<file path="config.mk">
export PLATFORM = sky130hd
export DESIGN_NAME = dcs_div_cell
export DESIGN_NICKNAME = d
export VERILOG_FILES = /design/src/design/dcs_div_cell.sv
export SDC_FILE = /design/constraint.sdc
export NUM_CORES = 1
export LEC_CHECK = 0
export BUFFER_PORTS_ARGS = -buffer_cell sky130_fd_sc_hd__buf_2
export CORE_UTILIZATION = 40
export DETAILED_ROUTE_END_ITERATION = 16
export PLACE_DENSITY = 0.76
export SETUP_SLACK_MARGIN = 0.2
export SLEW_MARGIN = 25
export SYNTH_ARGS = -nofsm -noshare
export SYNTH_HDL_FRONTEND = slang
export SYNTH_SLANG_ARGS = --single-unit
</file>
<file path="constraint.sdc">
create_clock -name clk -period 11.8 [get_ports clk]
set_clock_uncertainty 0.2 [all_clocks]
set_input_delay 2.95 -clock clk [delete_from_list [all_inputs] [get_ports clk]]
set_output_delay 2.95 -clock clk [all_outputs]
set_load 0.005 [all_outputs]
</file>
<file path="src/design/dcs_div_cell.sv">
// One quotient bit of a restoring divider chain.
module dcs_div_cell #(
    parameter int DW    = 33,
    parameter int QW    = 31,
    parameter int SHIFT = 0
) (
    input  logic               clk,
    input  logic               en,
    input  logic [DW-1:0]      d_in,
    input  logic [DW+QW-2:0]   r_in,
    input  logic [QW-1:0]      q_in,
    output logic [DW-1:0]      d_out,
    output logic [DW+QW-2:0]   r_out,
    output logic [QW-1:0]      q_out
);

    localparam int RW = DW + QW - 1;

    logic [DW-1:0] d_reg;
    logic [RW-1:0] r_reg, r_next, trial;
    logic [QW-1:0] q_reg, q_next;

    always_comb
    begin
        trial  = {{(RW-DW){1'b0}}, d_in} << SHIFT;
        r_next = r_in;
        q_next = q_in;
        if (r_in >= trial)
        begin
            r_next        = r_in - trial;
            q_next[SHIFT] = 1'b1;
        end
    end

    always_ff @(posedge clk)
    begin
        if (en)
        begin
            d_reg <= d_in;
            r_reg <= r_next;
            q_reg <= q_next;
        end
    end

    assign d_out = d_reg;
    assign r_out = r_reg;
    assign q_out = q_reg;

endmodule

</file>
==> impl_metrics.json, run 1 <==
{
  "status": "finished clean",
  "worstPathRequired_ns": 11.75,
  "drive_above_1_share": 0.350,
  "ys_async_sr_fraction": 0,
  "worstPathArrival_ns": 6.20,
  "avgViaCountPerCell": 5.25,
  "drc": 0,
  "synth_top_area_cell": "edfxtp_1",
  "rsz0062_at_grt": "no",
  "gp_congestion": 0.881,
  "synth_edf_count": 127,
  "post_cts_buffers": 0,
  "syn_area_per_cell_um2": 11.1,
  "dieWidth_um": 135,
  "seq_area_frac_synth": 0.536,
  "maxCapViolCount": 0,
  "grt_overflow": 0,
  "track_usage": 0.206,
  "area_growth_pct": 29.5,
  "slew_violations": 0,
  "critPathLaunchType": "input port",
  "p_total_uw": 1360,
  "swShare": 0.266,
  "peakVddDrop_mv": 0.100,
  "hold_path.class": "input port to flip-flop",
  "cts_max_path_buffers": 2,
  "p_int_uw": 1000,
  "cts.sinks": 127,
  "grt_pass1_wl_um": 29000,
  "fin_crit_sh": 0.529,
  "dp_hpwl_um": 14400,
  "first_iter_violations": 418,
  "fin_crit_ns": 6.24,
  "ant_nets": 0,
  "power.net_switching_uw": 363,
  "pin_count": 256,
  "setup_violations": 0,
  "crit_fanout": 58,
  "hold_viol_final": 0,
  "finalSetupTns_ns": 0,
  "htree_levels": 4,
  "slew_headroom": 0.357,
  "multi_input_area_mm2": 0.00303,
  "yosys-top-cells-count": "edfxtp_1 (127), a21oi_1 (59), nor2_1 (55), inv_1 (41), nand2_1 (39)",
  "fin_util": 0.530,
  "power.share.clock": 0.408,
  "routed_wirelength_um": 18900,
  "cts_tree": "done",
  "core_area_mm2": 0.0174,
  "nets": 1056,
  "p_comb_frac": 0.178,
  "fp.dieArea_mm2": 0.0183,
  "antenna_found_initial": 1,
  "grt_max_degree": 77,
  "rows": 48,
  "start_util": 0.410,
  "postCtsHoldBufs": 0,
  "ys.flop_type": "edfxtp_1",
  "fillers": 1580,
  "io_buffers": 255,
  "synth_cell_type_count": 61,
  "clk_pin_slew_ns": 0.06,
  "cts_root_buf": "clkbuf_16",
  "fmax_mhz": 160,
  "leakagePower_uw": 0.00391,
  "seq_area_mm2": 0.00381,
  "synthDominantCellAreaShare": 0.536,
  "pwr-share-seq": 0.414,
  "firstDrtPassIters": 5,
  "tightest_slew_ns": 0.965,
  "wl_per_cell_um": 16.7,
  "die_h_um": 135,
  "synthesis.area_mm2": 0.00711,
  "ctsResizeCount": 0,
  "worstSetupEndpointType": "flip-flop",
  "critPathKind": "input port to flip-flop",
  "synthTopCellsByArea": "edfxtp_1 (54%), ha_1 (6.0%), a21oi_1 (4.2%), xnor2_1 (3.8%), xor2_1 (3.4%)",
  "synthCells": 642,
  "synth_fp_nets": 806,
  "ys_seq_elements": 127,
  "yosysMostFrequentCell": "edfxtp_1",
  "synth.yosys.warnings": 0,
  "grt_pass1_vias": 5682,
  "cts_made_buffers": 17,
  "dr_total_vias": 5938,
  "power_density_mw_per_mm2": 148
}
==> power groups by stage <==
stage	registers [uW]	clock network [uW]	logic, uW
final	564	556	243
after global routing	568	585	268
after CTS	565	564	242
after detailed placement	573	0	240
after global placement	572	0	237
after floorplan	581	0	120
==> sequential cells by signal, indices dropped and copies added (netlist names) <==
register,cells
d_out,33
r_out,63
q_out,31
==> metal layers <==
metal / routed length [um] / share of wire / track usage / vias to the layer above
met5: 10 / 0.00053 / 0 / -
met4: 277 / 0.015 / 0.0687 / 2
met3: 1320 / 0.070 / 0.0587 / 25
met2: 9330 / 0.49 / 0.349 / 267
met1: 7970 / 0.42 / 0.251 / 2754
li1: - / - / - / 2890
==> cells in the final DEF (no fill, tap or decap), types with 3 or more instances in the layout <==
cell       instances
buf_4              3
nor3_2             5
inv_6              6
o21bai_1           7
nor2_1            55
o211ai_1           5
o211a_1            3
a211oi_1           4
or2_2              4
o2111ai_1          3
inv_1             41
ha_1              34
a31oi_1            5
a21o_1             7
nand4_1           15
nor2b_1            4
buf_2            254
nand3_1           14
o21a_1             6
clkbuf_16         17
nor4_1            12
bufinv_16          3
nand2_1           39
or4_1              5
a21oi_1           59
o21ai_0           21
clkinv_4           3
nand2b_1           3
mux2_2            11
xor2_1            28
or3_1              9
xnor2_1           31
nor3_1            23
edfxtp_1         127
==> path summary, 6_finish.rpt <==
check | from | end | slack (ns) | cells after the start
worst max-delay path | d_in[31] | r_out[48]$_DFFE_PP_ | 5.56 | 12
worst min-delay path | q_in[26] | q_out[26]$_DFFE_PP_ | 2.49 | 1
==> final cells by class <==
type / count / share of cell area
diodes: 1 / 0.000272
clock buffers: 17 / 0.0462
clock inverters: 15 / 0.0213
inverters: 41 / 0.0167
multi-input cells: 447 / 0.329
flip-flops and latches: 127 / 0.414
well taps: 225 / 0.0306
repair buffers: 258 / 0.142
==> per-stage QoR <==
step	hold slack, ns	cells	cell area, um2	setup WS, ns
floorplan	2.85	642	7110	5.94
global route	2.48	1130	9210	5.30
detailed placement	2.93	1098	8580	5.07
finish	2.49	1131	9210	5.56
CTS	2.48	1130	9210	5.51
global placement	2.93	1098	8580	5.24
==> worst max-delay path, stage by stage <==
cell and delay, ns:
buf_2 0.09, inv_1 0.05, ha_1 0.46, nand4_1 0.15, or2_4 0.27, or4_1 0.52
o211a_1 0.27, o211ai_4 0.13, buf_4 0.54, o2111ai_1 0.34, nor4_1 0.31, xor2_1 0.12
==> logic make-up after synthesis <==
| family | synth area share |
|---|---|
| AOI/OAI and AO/OA | 0.121 |
| xor gates and xnor gates | 0.0727 |
| adders and majority gates | 0.0626 |
| buffers and inverters | 0.0391 |
| DFF | 0.536 |
| muxes | 0.0174 |
| and+or+nand+nor | 0.151 |
Power figures use the tool's default switching activity.
==> run 2: changes to the inputs <==
--- a/config.mk
+++ b/config.mk
@@ -8,7 +8,7 @@
 export BUFFER_PORTS_ARGS = -buffer_cell sky130_fd_sc_hd__buf_2
 export CORE_UTILIZATION = 40
 export DETAILED_ROUTE_END_ITERATION = 16
-export PLACE_DENSITY = 0.76
+export PLACE_DENSITY = 0.78
 export SETUP_SLACK_MARGIN = 0.2
 export SLEW_MARGIN = 25
 export SYNTH_ARGS = -nofsm -noshare
==> constraint.sdc (replaced) <==
create_clock -name clk -period 5.7 [get_ports clk]
set_clock_uncertainty 0.2 [all_clocks]
set_input_delay 1.425 -clock clk [delete_from_list [all_inputs] [get_ports clk]]
set_output_delay 1.425 -clock clk [all_outputs]
set_load 0.005 [all_outputs]
==> impl_metrics.json, run 2 (same netlist as run 1, synthesis figures left out) <==
{
  "status": "finished clean",
  "maxCapViolCount": 0,
  "first_iter_violations": 424,
  "worstPathArrival_ns": 4.51,
  "start_util": 0.410,
  "n_antenna_cell": 0,
  "cts.sinks": 127,
  "leakagePower_uw": 0.00390,
  "hold_slack_ns": 0.974,
  "nets": 1056,
  "power_density_mw_per_mm2": 305,
  "largest_reg_flops": 63,
  "avgViaCountPerCell": 5.16,
  "rows": 48,
  "post_cts_buffers": 0,
  "drive_above_1_share": 0.350,
  "crit_fanout": 21,
  "pin_count": 256,
  "dp_hpwl_um": 14600,
  "postCtsHoldBufs": 0,
  "wl_per_cell_um": 17.0,
  "ant_nets": 0,
  "slew_headroom": 0.363,
  "gp_congestion": 0.889,
  "fin_crit_sh": 0.798,
  "rsz0062_at_grt": "no",
  "antenna_found_initial": 0,
  "worstPathRequired_ns": 5.67,
  "cts_root_buf": "clkbuf_16",
  "track_usage": 0.210,
  "slew_violations": 0,
  "die_h_um": 135,
  "area_growth_pct": 29.4,
  "grt_pass1_vias": 5733,
  "dieWidth_um": 135,
  "stdcell_count": 1130,
  "grt_overflow": 0,
  "setup_slack_ns": 1.15,
  "clk_pin_slew_ns": 0.06,
  "critPathKind": "input port to flip-flop",
  "drc": 0,
  "firstDrtPassIters": 5,
  "ctsResizeCount": 0,
  "hold_path.class": "input port to flip-flop",
  "grt_pass1_wl_um": 29300,
  "setup_violations": 0,
  "tightest_slew_ns": 0.943,
  "critPathLaunchType": "input port",
  "hold_start": "q_in[28]",
  "dp_worst_setup_slack_ns": 0.704,
  "fp.dieArea_mm2": 0.0183,
  "startpoint": "d_in[32]",
  "htree_levels": 4,
  "layout_common_cells": "buf_2 (254), edfxtp_1 (127), a21oi_1 (59)",
  "grt_max_degree": 88,
  "dr_total_vias": 5828,
  "hold_viol_final": 0,
  "fillers": 1541,
  "peakVddDrop_mv": 0.197,
  "io_buffers": 255,
  "routed_wirelength_um": 19200,
  "worstSetupEndpointType": "flip-flop",
  "fmax_mhz": 220,
  "dpl.cell_count": 1098,
  "cts_made_buffers": 17,
  "final_common_cell": "buf_2",
  "fin_crit_ns": 4.55,
  "p_total_uw": 2810,
  "cts_tree": "done",
  "cts_max_path_buffers": 2,
  "core_area_mm2": 0.0174,
  "finalSetupTns_ns": 0
}
run 2: per-stage QoR:
step | utilization | instance area [um2]
5_1_grt | 0.530 | 9200
3_3_place_gp | 0.495 | 8580
6_report | 0.530 | 9200
3_5_place_dp | 0.495 | 8580
2_1_floorplan | - | 7110
4_1_cts | 0.530 | 9200
run 2: cell type report:
class / count / area (um2) / share of cell area
repair buffers: 258 / 1310 / 0.142
inverters: 41 / 154 / 0.0167
well taps: 225 / 282 / 0.0306
multi-input cells: 447 / 3030 / 0.329
clock inverters: 15 / 191 / 0.0208
flip-flops and latches: 127 / 3810 / 0.415
clock buffers: 17 / 425 / 0.0462
run 2: layer usage:
| layer | up-vias | part of all wire | global-route usage |
|---|---|---|---|
| li1 | 2886 | - | - |
| met1 | 2687 | 0.43 | 0.265 |
| met2 | 231 | 0.49 | 0.352 |
| met3 | 24 | 0.068 | 0.0513 |
| met4 | 0 | 0.014 | 0.0655 |
| met5 | - | 0 | 0 |
run 2: final timing paths:
path                                   to  slack [ns]  depth (start not counted)
worst max-delay path  r_out[62]$_DFFE_PP_        1.15                         11
worst min-delay path  q_out[28]$_DFFE_PP_        0.97                          1
run 2: report_power, final:
| group | internal, uW | switching [uW] |
|---|---|---|
| combinational | 221 | 284 |
| sequential | 1150 | 22.5 |
| clock | 669 | 467 |
| total | 2040 | 774 |
run 2: worst max-delay path, cell delays in order:
cell and delay, ns:
buf_2 0.09, inv_1 0.05, ha_1 0.44, nand4_1 0.15, or2_4 0.27, or4_1 0.51, o211a_1 0.27, o211ai_4 0.27
or4b_1 0.70, nor4_4 0.24, xor2_1 0.09
