==> src/design/dcs_pkg.sv <==
// Shared widths, register indexes, item type and helpers of the distance constraint solver.
package dcs_pkg;

    localparam int CoordW    = 32;
    localparam int DiffW     = 33;
    localparam int MassW     = 24;
    localparam int TotW      = 25;
    localparam int LenW      = 33;
    localparam int SqW       = 64;
    localparam int RadW      = 66;
    localparam int RemW      = 36;
    localparam int RestW     = 31;
    localparam int StiffW    = 17;
    localparam int CfgDataW  = 31;
    localparam int CfgIdxW   = 1;
    localparam int SumW      = 35;

    localparam int SqrtCells = RadW / 2;
    localparam int DirFrac   = 30;
    localparam int DirQW     = DirFrac + 1;
    localparam int DirRW     = LenW + DirQW - 1;
    localparam int ShareFrac = 16;
    localparam int ShareQW   = ShareFrac + 1;
    localparam int ShareRW   = TotW + ShareQW - 1;

    localparam logic [StiffW-1:0] StiffOne = StiffW'(65536);

    localparam logic [CfgIdxW-1:0] RegRestLength = 1'b0;
    localparam logic [CfgIdxW-1:0] RegStiffness  = 1'b1;

    typedef struct packed {
        logic signed [CoordW-1:0] ax;
        logic signed [CoordW-1:0] ay;
        logic signed [CoordW-1:0] bx;
        logic signed [CoordW-1:0] by;
        logic [MassW-1:0]         wa;
        logic [MassW-1:0]         wb;
        logic signed [DiffW-1:0]  dx;
        logic signed [DiffW-1:0]  dy;
        logic [LenW-1:0]          len;
        logic                     grow;
        logic                     act;
        logic [LenW-1:0]          corr;
    } dcs_item_t;

    // magnitude of a coordinate difference; never exceeds 2^32 - 1
    function automatic logic [CoordW-1:0] mag33(input logic signed [DiffW-1:0] v);
        logic [DiffW-1:0] t;
        t = v[DiffW-1] ? DiffW'(-v) : DiffW'(v);
        return t[CoordW-1:0];
    endfunction

    function automatic logic [CoordW-1:0] sat35(input logic signed [SumW-1:0] v);
        logic [CoordW-1:0] r;
        if (v > SumW'(signed'(64'sd2147483647)))
            r = 32'h7fff_ffff;
        else if (v < SumW'(signed'(-64'sd2147483648)))
            r = 32'h8000_0000;
        else
            r = v[CoordW-1:0];
        return r;
    endfunction

endpackage

==> src/design/dcs_sqrt_cell.sv <==
// One root bit of the integer square root chain.
module dcs_sqrt_cell import dcs_pkg::*; #(
    parameter int PAIR = 0
) (
    input  logic            clk,
    input  logic            en,
    input  logic [RadW-1:0] rad_in,
    input  logic [RemW-1:0] rem_in,
    input  logic [LenW-1:0] root_in,
    output logic [RadW-1:0] rad_out,
    output logic [RemW-1:0] rem_out,
    output logic [LenW-1:0] root_out
);

    logic [RadW-1:0] rad_reg;
    logic [RemW-1:0] rem_reg, rem_next;
    logic [LenW-1:0] root_reg, root_next;
    logic [RemW-1:0] rem_sh, trial;

    always_comb
    begin
        rem_sh = {rem_in[RemW-3:0], rad_in[2*PAIR+1 -: 2]};
        trial  = {1'b0, root_in, 2'b01};
        if (rem_sh >= trial)
        begin
            rem_next  = rem_sh - trial;
            root_next = {root_in[LenW-2:0], 1'b1};
        end
        else
        begin
            rem_next  = rem_sh;
            root_next = {root_in[LenW-2:0], 1'b0};
        end
    end

    always_ff @(posedge clk)
    begin
        if (en)
        begin
            rad_reg  <= rad_in;
            rem_reg  <= rem_next;
            root_reg <= root_next;
        end
    end

    assign rad_out  = rad_reg;
    assign rem_out  = rem_reg;
    assign root_out = root_reg;

endmodule

==> config.mk <==
export PLATFORM = sky130hd
export DESIGN_NAME = dcs_sqrt_cell
export DESIGN_NICKNAME = d
export VERILOG_FILES = /design/src/design/dcs_pkg.sv /design/src/design/dcs_sqrt_cell.sv
export SDC_FILE = /design/constraint.sdc
export NUM_CORES = 1
export LEC_CHECK = 0
export BUFFER_PORTS_ARGS = -buffer_cell sky130_fd_sc_hd__buf_2
export CORE_MARGIN = 2
export CORE_UTILIZATION = 52
export DETAILED_ROUTE_END_ITERATION = 8
export PLACE_DENSITY = 0.85
export SYNTH_ARGS = -nofsm -noshare
export SYNTH_HDL_FRONTEND = slang
export SYNTH_SLANG_ARGS = --single-unit
==> constraint.sdc <==
create_clock -name clk -period 8 [get_ports clk]
set_input_delay 0.8 -clock clk [delete_from_list [all_inputs] [get_ports clk]]
set_output_delay 0.8 -clock clk [all_outputs]
set_load 0.05 [all_outputs]
==> results.yml, run 1 <==
hold_path:
  min_path_type: "input pin to register"
  whs_path_depth: 1
  hold_start: "rad_in[54]"
  min_to: "rad_out[54]"
global_routing:
  use_met3_pct: 7.16
  grtUsageMet2_pct: 43.3
  grt_pass1_vias: 5009
  grt_max_degree: 85
  grt_pass1_wl_um: 24600
  met1_usage_pct: 24.9
  grt_busiest_layer: "met2"
  track_usage_pct: 24.2
  overflow: 0
  antenna_found_initial: 0
floorplan:
  io_pins: 272
  die_w_um: 117
  die_h_um: 117
  initial_core_util_pct: 52.9
  die_area_um2: 13600
  rows: 41
  core_um2: 12500
clock_tree:
  cts_setup_buffers: 0
  cts.sinks: 135
  numCtsBuffers: 17
  clk_pin_slew_worst_paths_ns: 0.06
  cts_root_buffer: "clkbuf_16"
  htree_num_levels: 4
  cts.repair.resized: 0
  cts_buffer_depth: 2
  cts_tree: "yes"
  cts_hold_buf: 0
final_layout:
  fin_nets: 930
  fill_cells: 881
  synthToLayoutAreaGrowth_pct: 32.5
  diodes: 0
  final_cells: 943
  final_util_pct: 70.1
  drive_above_1_share_pct: 44.9
critical_path:
  path_class: "input pin to register"
  path_max_fanout: 35
  required_ns: 8.16
  worst_setup_path_start_kind: "input pin"
  endpoint_kind: "register"
  arrival_ns: 3.89
logic_synthesis:
  synth_cell_types: 54
  synth_edf_count: 135
  syn_avg_cell_area_um2: 13.9
  postSynthCellCount: 476
  synth_ff_type: "edfxtp_1"
  async_reset_ff_share_pct: 0
  syn-cell-area_um2: 6620
  ys_ff_latch: 135
  yosysSeqAreaShare_pct: 61.2
  synth_warnings: 0
  synth_nets: 648
drt:
  via_per_inst: 5.36
  first_pass_iters: 4
  vias: 5057
  wl_per_cell_um: 18.0
  route.detailed.drc: 0
  drtIter0Drc: 423
  final_antenna_net_count: 0
  routed_wl_um: 16900
power_and_ir_drop:
  powerDensity_nw_per_um2: 265
  p_leak_nw: 3.99
  power.total_mw: 2.32
  irDropWorstVdd_uv: 101
placed_design:
  dp_cells: 911
  hpwl_um: 12800
  gp_congestion: 0.817
  port_buffers: 269
sta:
  finalSetupViolations: 0
  tightest_slew_ns: 1.04
  max_freq_mhz: 268
  finalCritPeriodShare_pct: 46.7
  relSlewSlack_pct: 30.5
  slew_violations: 0
  finalHoldViolations: 0
  tns_ns: 0
  rsz0062_at_grt: "no"
  period_needed_ns: 3.73
flow_run:
  max_cap_violations: 0
run_status:
  status: "finished, final reports clean"
[layout by cell type (no fill, tap or decap), types with 7 or more instances in the layout]
master | synthesis | layout
buf_2 | 0 | 268
nand4_1 | 7 | 7
xor2_1 | 12 | 12
a21o_1 | 9 | 9
and3_1 | 11 | 11
clkbuf_16 | 0 | 17
o21ai_0 | 20 | 20
ha_1 | 35 | 35
mux2_4 | 26 | 26
xnor2_1 | 19 | 19
nand2_1 | 27 | 27
nand3_1 | 9 | 9
inv_1 | 47 | 47
edfxtp_1 | 135 | 135
nor2_1 | 12 | 12
a21oi_1 | 33 | 33
[cell usage after synthesis (2+ instances only)]
cell type  count  area (um^2)
nor3_1         5         25.0
o21a_1         5         37.5
ha_1          35          438
and3_1        11         68.8
or2_2          2         12.5
o21bai_1       4         30.0
mux2_4        26          390
o21ai_0       20          100
buf_6          3         33.8
nor2b_1        4         25.0
mux2_2         5         56.3
and4_1         2         17.5
xnor2_1       19          166
clkbuf_1       4         15.0
nand3_1        9         45.0
nand4_1        7         43.8
a31o_2         2         17.5
a21oi_1       33          165
a211oi_1       3         22.5
and2_1         3         18.8
nand2_1       27          101
o211ai_1       4         30.0
xor2_1        12          105
a21o_1         9         67.6
nor3b_1        2         15.0
inv_1         47          176
nor2_1        12         45.0
edfxtp_1     135         4050
[logic make-up (layout without fill, tap and decap cells)]
| logic type | count (synthesis) | in the layout | synth area share (%) |
|---|---|---|---|
| mux | 32 | 32 | 6.90 |
| fa+ha+maj | 35 | 35 | 6.62 |
| flops | 135 | 135 | 61.2 |
| simple gates | 88 | 88 | 6.80 |
| compound gates | 100 | 100 | 10.8 |
| xor+xnor | 31 | 31 | 4.10 |
| buf+inv | 55 | 350 | 3.50 |
[final cells by class]
| cell class | count | area, um^2 | share of cell area (%) |
|---|---|---|---|
| clock inverters | 14 | 196 | 2.24 |
| repair buffers | 270 | 1360 | 15.5 |
| inverters | 48 | 183 | 2.08 |
| clock buffers | 18 | 429 | 4.89 |
| multi-input cells | 286 | 2330 | 26.6 |
| well taps | 172 | 215 | 2.45 |
| flip-flops and latches | 135 | 4050 | 46.2 |
[flip-flops by register name (all words and copies together) (netlist names)]
name	cells
rad_out	66
rem_out	36
root_out	33
[layer usage]
metal	share of wire [%]	vias up	wire, um
met5	0	-	0
met2	52	254	8850
met4	5.1	0	859
met1	35	2383	5970
met3	7.5	62	1260
li1	-	2358	-
[worst max-delay path: stages]
cell	delay [ns]
buf_2	0.10
inv_1	0.04
ha_1	0.40
and4_1	0.30
and3_1	0.22
nor2b_1	0.31
nand2_1	0.14
o211ai_4	0.29
a41o_4	0.30
a21oi_4	0.09
inv_4	0.47
mux2_2	0.40
[stage by stage]
stage | area [um^2] | worst slack (ns) | hold slack (ns)
finish | 8770 | 4.27 | 0.560
detailed placement | 8150 | 3.92 | 0.978
global placement | 8150 | 3.97 | 0.977
CTS | 8770 | 4.33 | 0.549
floorplan | 6620 | 4.57 | 0.899
global route | 8770 | 4.18 | 0.539
[worst max path at each step]
stage	start	to	slack (ns)	cells after the start
floorplan	root_in[0]	rem_out[10]	4.57	12
global placement	rem_in[22]	rem_out[3]	3.97	11
detailed placement	root_in[22]	rem_out[4]	3.92	12
CTS	root_in[22]	rem_out[3]	4.33	12
global route	root_in[22]	rem_out[4]	4.18	12
finish	root_in[22]	rem_out[6]	4.27	12
[power breakdown]
| part | total [mW] | switching, mW | leakage (nW) | internal (mW) |
|---|---|---|---|---|
| combinational | 0.619 | 0.430 | 2.36 | 0.189 |
| sequential | 0.884 | 0.0173 | 1.32 | 0.866 |
| clock | 0.818 | 0.294 | 0.299 | 0.524 |
| total | 2.32 | 0.742 | 3.99 | 1.58 |
Note: power is estimated with default switching activity, not from simulation.
==> run 2: changes to the inputs <==
Settings changed: ABC_AREA set to 1, CORE_UTILIZATION 52 to 50, PLACE_DENSITY 0.85 to 0.81.
Clock period 8 ns to 3.7 ns, I/O delays scaled along.
==> run 2 against run 1 <==
- die area up 15%
- non-clock buffer count rose by 2
- area after synthesis up 11%
- sequential power up 110%
- synthesized cell count rose by 72%
- global-route usage is 1.4 points higher
- critical endpoint is now rem_out[11]
==> results.yml, run 2 <==
logic_synthesis:
  syn-cell-area_um2: 7350
  synth_edf_count: 135
  synth_ff_type: "edfxtp_1"
  ys_ff_latch: 135
  synth_warnings: 0
  async_reset_ff_share_pct: 0
  synth_common_cells: "308 x nand2_1, 135 x edfxtp_1, 130 x inv_1"
  synth_top_area_share_pct: 55.1
  synth_area_leaders: "edfxtp_1 55%, nand2_1 16%, inv_1 6.6%, ha_1 6.0%, nor2_1 3.2%"
  synth_cell_types: 25
  syn_avg_cell_area_um2: 8.96
  synth.most_common_cell: "nand2_1"
  synth_area_leader_cell: "edfxtp_1"
  postSynthCellCount: 820
  synth_nets: 992
  yosysSeqAreaShare_pct: 55.1
floorplan:
  io_pins: 272
  rows: 44
  die_area_um2: 15700
  die_w_um: 125
  initial_core_util_pct: 51.0
  die_h_um: 125
  core_um2: 14400
final_layout:
  largest_reg_flops: 66
  layout_common_cells: "308 x nand2_1, 268 x buf_2, 135 x edfxtp_1"
  diodes: 0
  fin_nets: 1276
  final_cells: 1301
  drive_above_1_share_pct: 29.8
  synthToLayoutAreaGrowth_pct: 29.2
  final_common_cell: "nand2_1"
sta:
  setup_ws_ns: 1.39
  period_needed_ns: 2.31
  finalSetupViolations: 0
  relSlewSlack_pct: 57.3
  tightest_slew_ns: 0.639
  max_freq_mhz: 434
  slew_violations: 0
  hold_slack_ns: 0.116
  finalHoldViolations: 0
  tns_ns: 0
  rsz0062_at_grt: "no"
  finalCritPeriodShare_pct: 62.3
global_routing:
  grt_pass1_vias: 5999
  track_usage_pct: 25.6
  grt_max_degree: 93
  grt_pass1_wl_um: 31100
  overflow: 0
  antenna_found_initial: 0
drt:
  via_per_inst: 4.86
  routed_wl_um: 20100
  route.detailed.drc: 0
  vias: 6321
  drtIter0Drc: 385
  final_antenna_net_count: 0
  first_pass_iters: 7
  wl_per_cell_um: 15.5
clock_tree:
  cts_tree: "yes"
  cts_root_buffer: "clkbuf_16"
  cts_hold_buf: 0
  numCtsBuffers: 17
  cts.sinks: 135
  clk_pin_slew_worst_paths_ns: 0.06
  htree_num_levels: 4
  cts_buffer_depth: 2
  cts.repair.resized: 0
  cts_setup_buffers: 0
critical_path:
  required_ns: 3.99
  worst_setup_path_start_kind: "input pin"
  endpoint_kind: "register"
  slowest_stage: "inv_2"
  cp_cell_sequence: "buf_2 > inv_1 > ha_1 > nand2_2 > inv_1 > nand2_1 > nand2_1 > a21oi_1 > nand3_2 > nand3_2 > nand2_2 > inv_2 > nand2_1 > nand2_1"
  crit_top_cell: "nand2_1"
  path_delay_family: "simple AND/OR/NAND/NOR gates"
  path_class: "input pin to register"
  arrival_ns: 2.60
  max_stage_delay_ns: 0.47
  worst-path-buf-inv: 4
  path_max_fanout: 35
power_and_ir_drop:
  p_leak_nw: 4.84
  powerDensity_nw_per_um2: 522
  irDropWorstVdd_uv: 291
hold_path:
  min_path_type: "input pin to register"
placed_design:
  gp_congestion: 0.962
  dp_cells: 1269
  hpwl_um: 15900
  place_ws_ns: 0.911
  port_buffers: 269
run_status:
  status: "finished, final reports clean"
flow_run:
  max_cap_violations: 0
[run 2: changes by cell type in the layout (fill, tap and decap cells not counted), sizes merged, moves of 18 or more]
cell	before	now
nand2	27	315
inv	51	139
nor2	12	70
mux2	31	0
nand3	9	39
xnor2	19	1
[run 2: final timing paths]
check | startpoint | to | cells past startpoint
worst min-delay path | rad_in[33] | rad_out[33] | 1
worst max-delay path | root_in[16] | rem_out[11] | 14
[run 2: logic make-up after synthesis]
group	count (synthesis)	synth area share [%]
compound gates	40	2.86
simple gates	449	25.9
flops	135	55.1
buf+inv	142	7.83
xor+xnor	19	2.26
fa+ha+maj	35	5.96
[run 2: per-layer routing]
layer  GRT usage (%)  vias up  wire length, um
li1                -     3196                -
met1            30.4     2865             8270
met2            45.6      229            10200
met3            6.29       31             1200
met4            8.82        0              464
met5               0        -                0
[run 2: per-stage QoR]
stage               instance area [um^2]  power (mW)  utilization, %
floorplan                           7350        2.90               -
global placement                    8900        3.25            61.7
detailed placement                  8900        3.27            61.7
CTS                                 9500        4.99            65.9
global route                        9500        5.17            65.9
finish                              9500        4.96            65.9
[run 2: area by class of cell]
| cell class | instances | area (um^2) |
|---|---|---|
| multi-input cells | 543 | 2720 |
| clock inverters | 14 | 171 |
| repair buffers | 272 | 1390 |
| fillers | 1221 | 4920 |
| well taps | 184 | 230 |
| clock buffers | 18 | 429 |
| inverters | 135 | 507 |
| flip-flops and latches | 135 | 4050 |
[run 2: where the power goes]
part	internal (mW)	leakage, nW	switching [mW]
combinational	0.331	3.23	1.01
clock	1.06	0.289	0.662
sequential	1.87	1.32	0.0338
==> run 3: changes to the inputs <==
Settings changed: CORE_UTILIZATION 50 to 45, PLACE_DENSITY 0.81 to 0.77.
Clock period 3.7 ns to 1.9 ns, I/O delays scaled along.
==> run 3 against run 2 <==
- combinational power increased by 130%
- critical path depth decreased by 1
- via count increased by 16%
- non-clock buffer count increased by 209
- global-route usage increased by 2.6 points
- total power increased by 110%
- largest power group unchanged
==> results.yml, run 3 (synthesis gave the netlist of run 2 again) <==
sta:
  finalCritPeriodShare_pct: 93.0
  setup_ws_ns: 0.133
  tightest_slew_ns: 0.509
  relSlewSlack_pct: 66.1
  tns_ns: 0
  finalSetupViolations: 0
  rsz0062_at_grt: "no"
  max_freq_mhz: 566
  period_needed_ns: 1.77
  finalHoldViolations: 0
  slew_violations: 0
hold_path:
  min_path_type: "input pin to register"
  whs_path_depth: 3
  hold_start: "rem_in[5]"
  min_to: "rem_out[7]"
run_status:
  status: "finished, final reports clean"
critical_path:
  max_stage_delay_ns: 0.35
  path_class: "input pin to register"
  endpoint_kind: "register"
  worst_setup_path_start_kind: "input pin"
  cp_cell_sequence: "buf_2 > inv_1 > ha_1 > buf_4 > nand2_1 > o21bai_1 > a21oi_1 > nand2_1 > nand2_1 > nand2_1 > nand2_1 > nand3_2 > nand2_1"
  crit_top_cell: "nand2_1"
  worst-path-buf-inv: 3
  path_delay_family: "simple AND/OR/NAND/NOR gates"
  arrival_ns: 1.95
  required_ns: 2.08
  crit_start: "root_in[9]"
  slowest_stage: "o21bai_1"
  path_max_fanout: 3
final_layout:
  stdcell_area_um2: 11400
  final_cells: 1543
  synthToLayoutAreaGrowth_pct: 55.4
  fin_nets: 1485
  layout_common_cells: "307 x nand2_1, 268 x buf_2, 135 x edfxtp_1"
  final_common_cell: "nand2_1"
  drive_above_1_share_pct: 34.2
  largest_reg_flops: 66
power_and_ir_drop:
  p_switching_mw: 3.66
  internal_power_mw: 6.53
  clock_power_share_pct: 33.0
  switching_share_pct: 35.9
  irDropWorstVdd_uv: 485
  pwr-share-seq_pct: 36.5
  powerDensity_nw_per_um2: 892
  p_leak_nw: 5.80
  p_comb_share_pct: 30.5
drt:
  drtIter0Drc: 408
  via_per_inst: 4.74
  first_pass_iters: 5
  route.detailed.drc: 0
  routed_wl_um: 24400
  vias: 7315
  final_antenna_net_count: 0
  wl_per_cell_um: 15.8
global_routing:
  met1_usage_pct: 34.7
  grt_busiest_layer: "met2"
  overflow: 0
  track_usage_pct: 28.3
  grt_pass1_vias: 7338
  antenna_found_initial: 1
  use_met3_pct: 5.04
  grt_max_degree: 52
  grt_pass1_wl_um: 38200
  grtUsageMet2_pct: 50.1
floorplan:
  die_area_um2: 17400
  die_w_um: 132
  die_h_um: 132
  core_um2: 15900
  rows: 46
  io_pins: 272
  initial_core_util_pct: 46.1
clock_tree:
  htree_num_levels: 4
  cts_root_buffer: "clkbuf_16"
  cts_tree: "yes"
  cts_buffer_depth: 2
  clk_pin_slew_worst_paths_ns: 0.08
  cts.sinks: 135
  numCtsBuffers: 17
placed_design:
  dp_cells: 1415
  port_buffers: 269
  gp_congestion: 0.915
  hpwl_um: 17200
  place_ws_ns: -0.297
  post_dp_cell_area_um2: 9860
flow_run:
  max_cap_violations: 0
[run 3: changes by cell type in the layout (fill, tap and decap cells not counted), sizes merged]
cell,before,now
clkbuf,18,17
dlygate4sd3,0,95
inv,139,142
diode,0,1
buf,272,386
bufinv,3,1
[run 3: worst max path at each step]
stage	to	slack [ns]	depth (start not counted)
6_report	rem_out[29]	0.13	13
2_1_floorplan	rem_out[17]	0.05	14
4_1_cts	rem_out[30]	0.15	15
3_5_place_dp	rem_out[21]	-0.30	13
5_1_grt	rem_out[33]	0.002	13
3_3_place_gp	rem_out[24]	-0.26	13
[run 3: power groups by stage]
| stage | logic (mW) | registers (mW) | clock network, mW |
|---|---|---|---|
| 2_1_floorplan | 0.835 | 4.81 | 0 |
| 3_3_place_gp | 2.88 | 3.77 | 0 |
| 3_5_place_dp | 2.91 | 3.77 | 0 |
| 4_1_cts | 3.08 | 3.72 | 3.37 |
| 5_1_grt | 3.33 | 3.75 | 3.53 |
| 6_report | 3.11 | 3.72 | 3.36 |
[run 3: layer usage]
layer | vias up | part of all wire (%)
met5 | - | 0
met3 | 49 | 5.8
met4 | 0 | 3.1
met1 | 3332 | 40
li1 | 3621 | -
met2 | 313 | 51
[run 3: worst min-delay path, stage by stage]
cell and delay, ns:
buf_2 0.09, nand2_1 0.05, nand2_1 0.04
[run 3: cell type report]
class                           instances  area, um^2
Antenna cell                            1        2.50
Clock buffer                           17         425
Clock inverter                         15         164
Fill cell                            1181        4520
Inverter                              135         507
Multi-Input combinational cell        543        2740
Sequential cell                       135        4050
Tap cell                              216         270
Timing Repair Buffer                  481        3260
[run 3: through the flow]
stage | util [%] | power [mW] | hold slack [ns]
2_1_floorplan | - | 5.64 | 0.289
3_3_place_gp | 61.8 | 6.64 | 0.366
3_5_place_dp | 61.8 | 6.69 | 0.368
4_1_cts | 71.5 | 10.2 | 0.0250
5_1_grt | 71.7 | 10.6 | 0.0494
6_report | 71.7 | 10.2 | 0.0319
[run 3: repair_timing]
item	in CTS	in global routing
gates resized for setup	0	4
endpoints found under the hold margin	95	0
hold buffers	95	0
endpoints found under the setup margin	0	26
buffers inserted	0	0
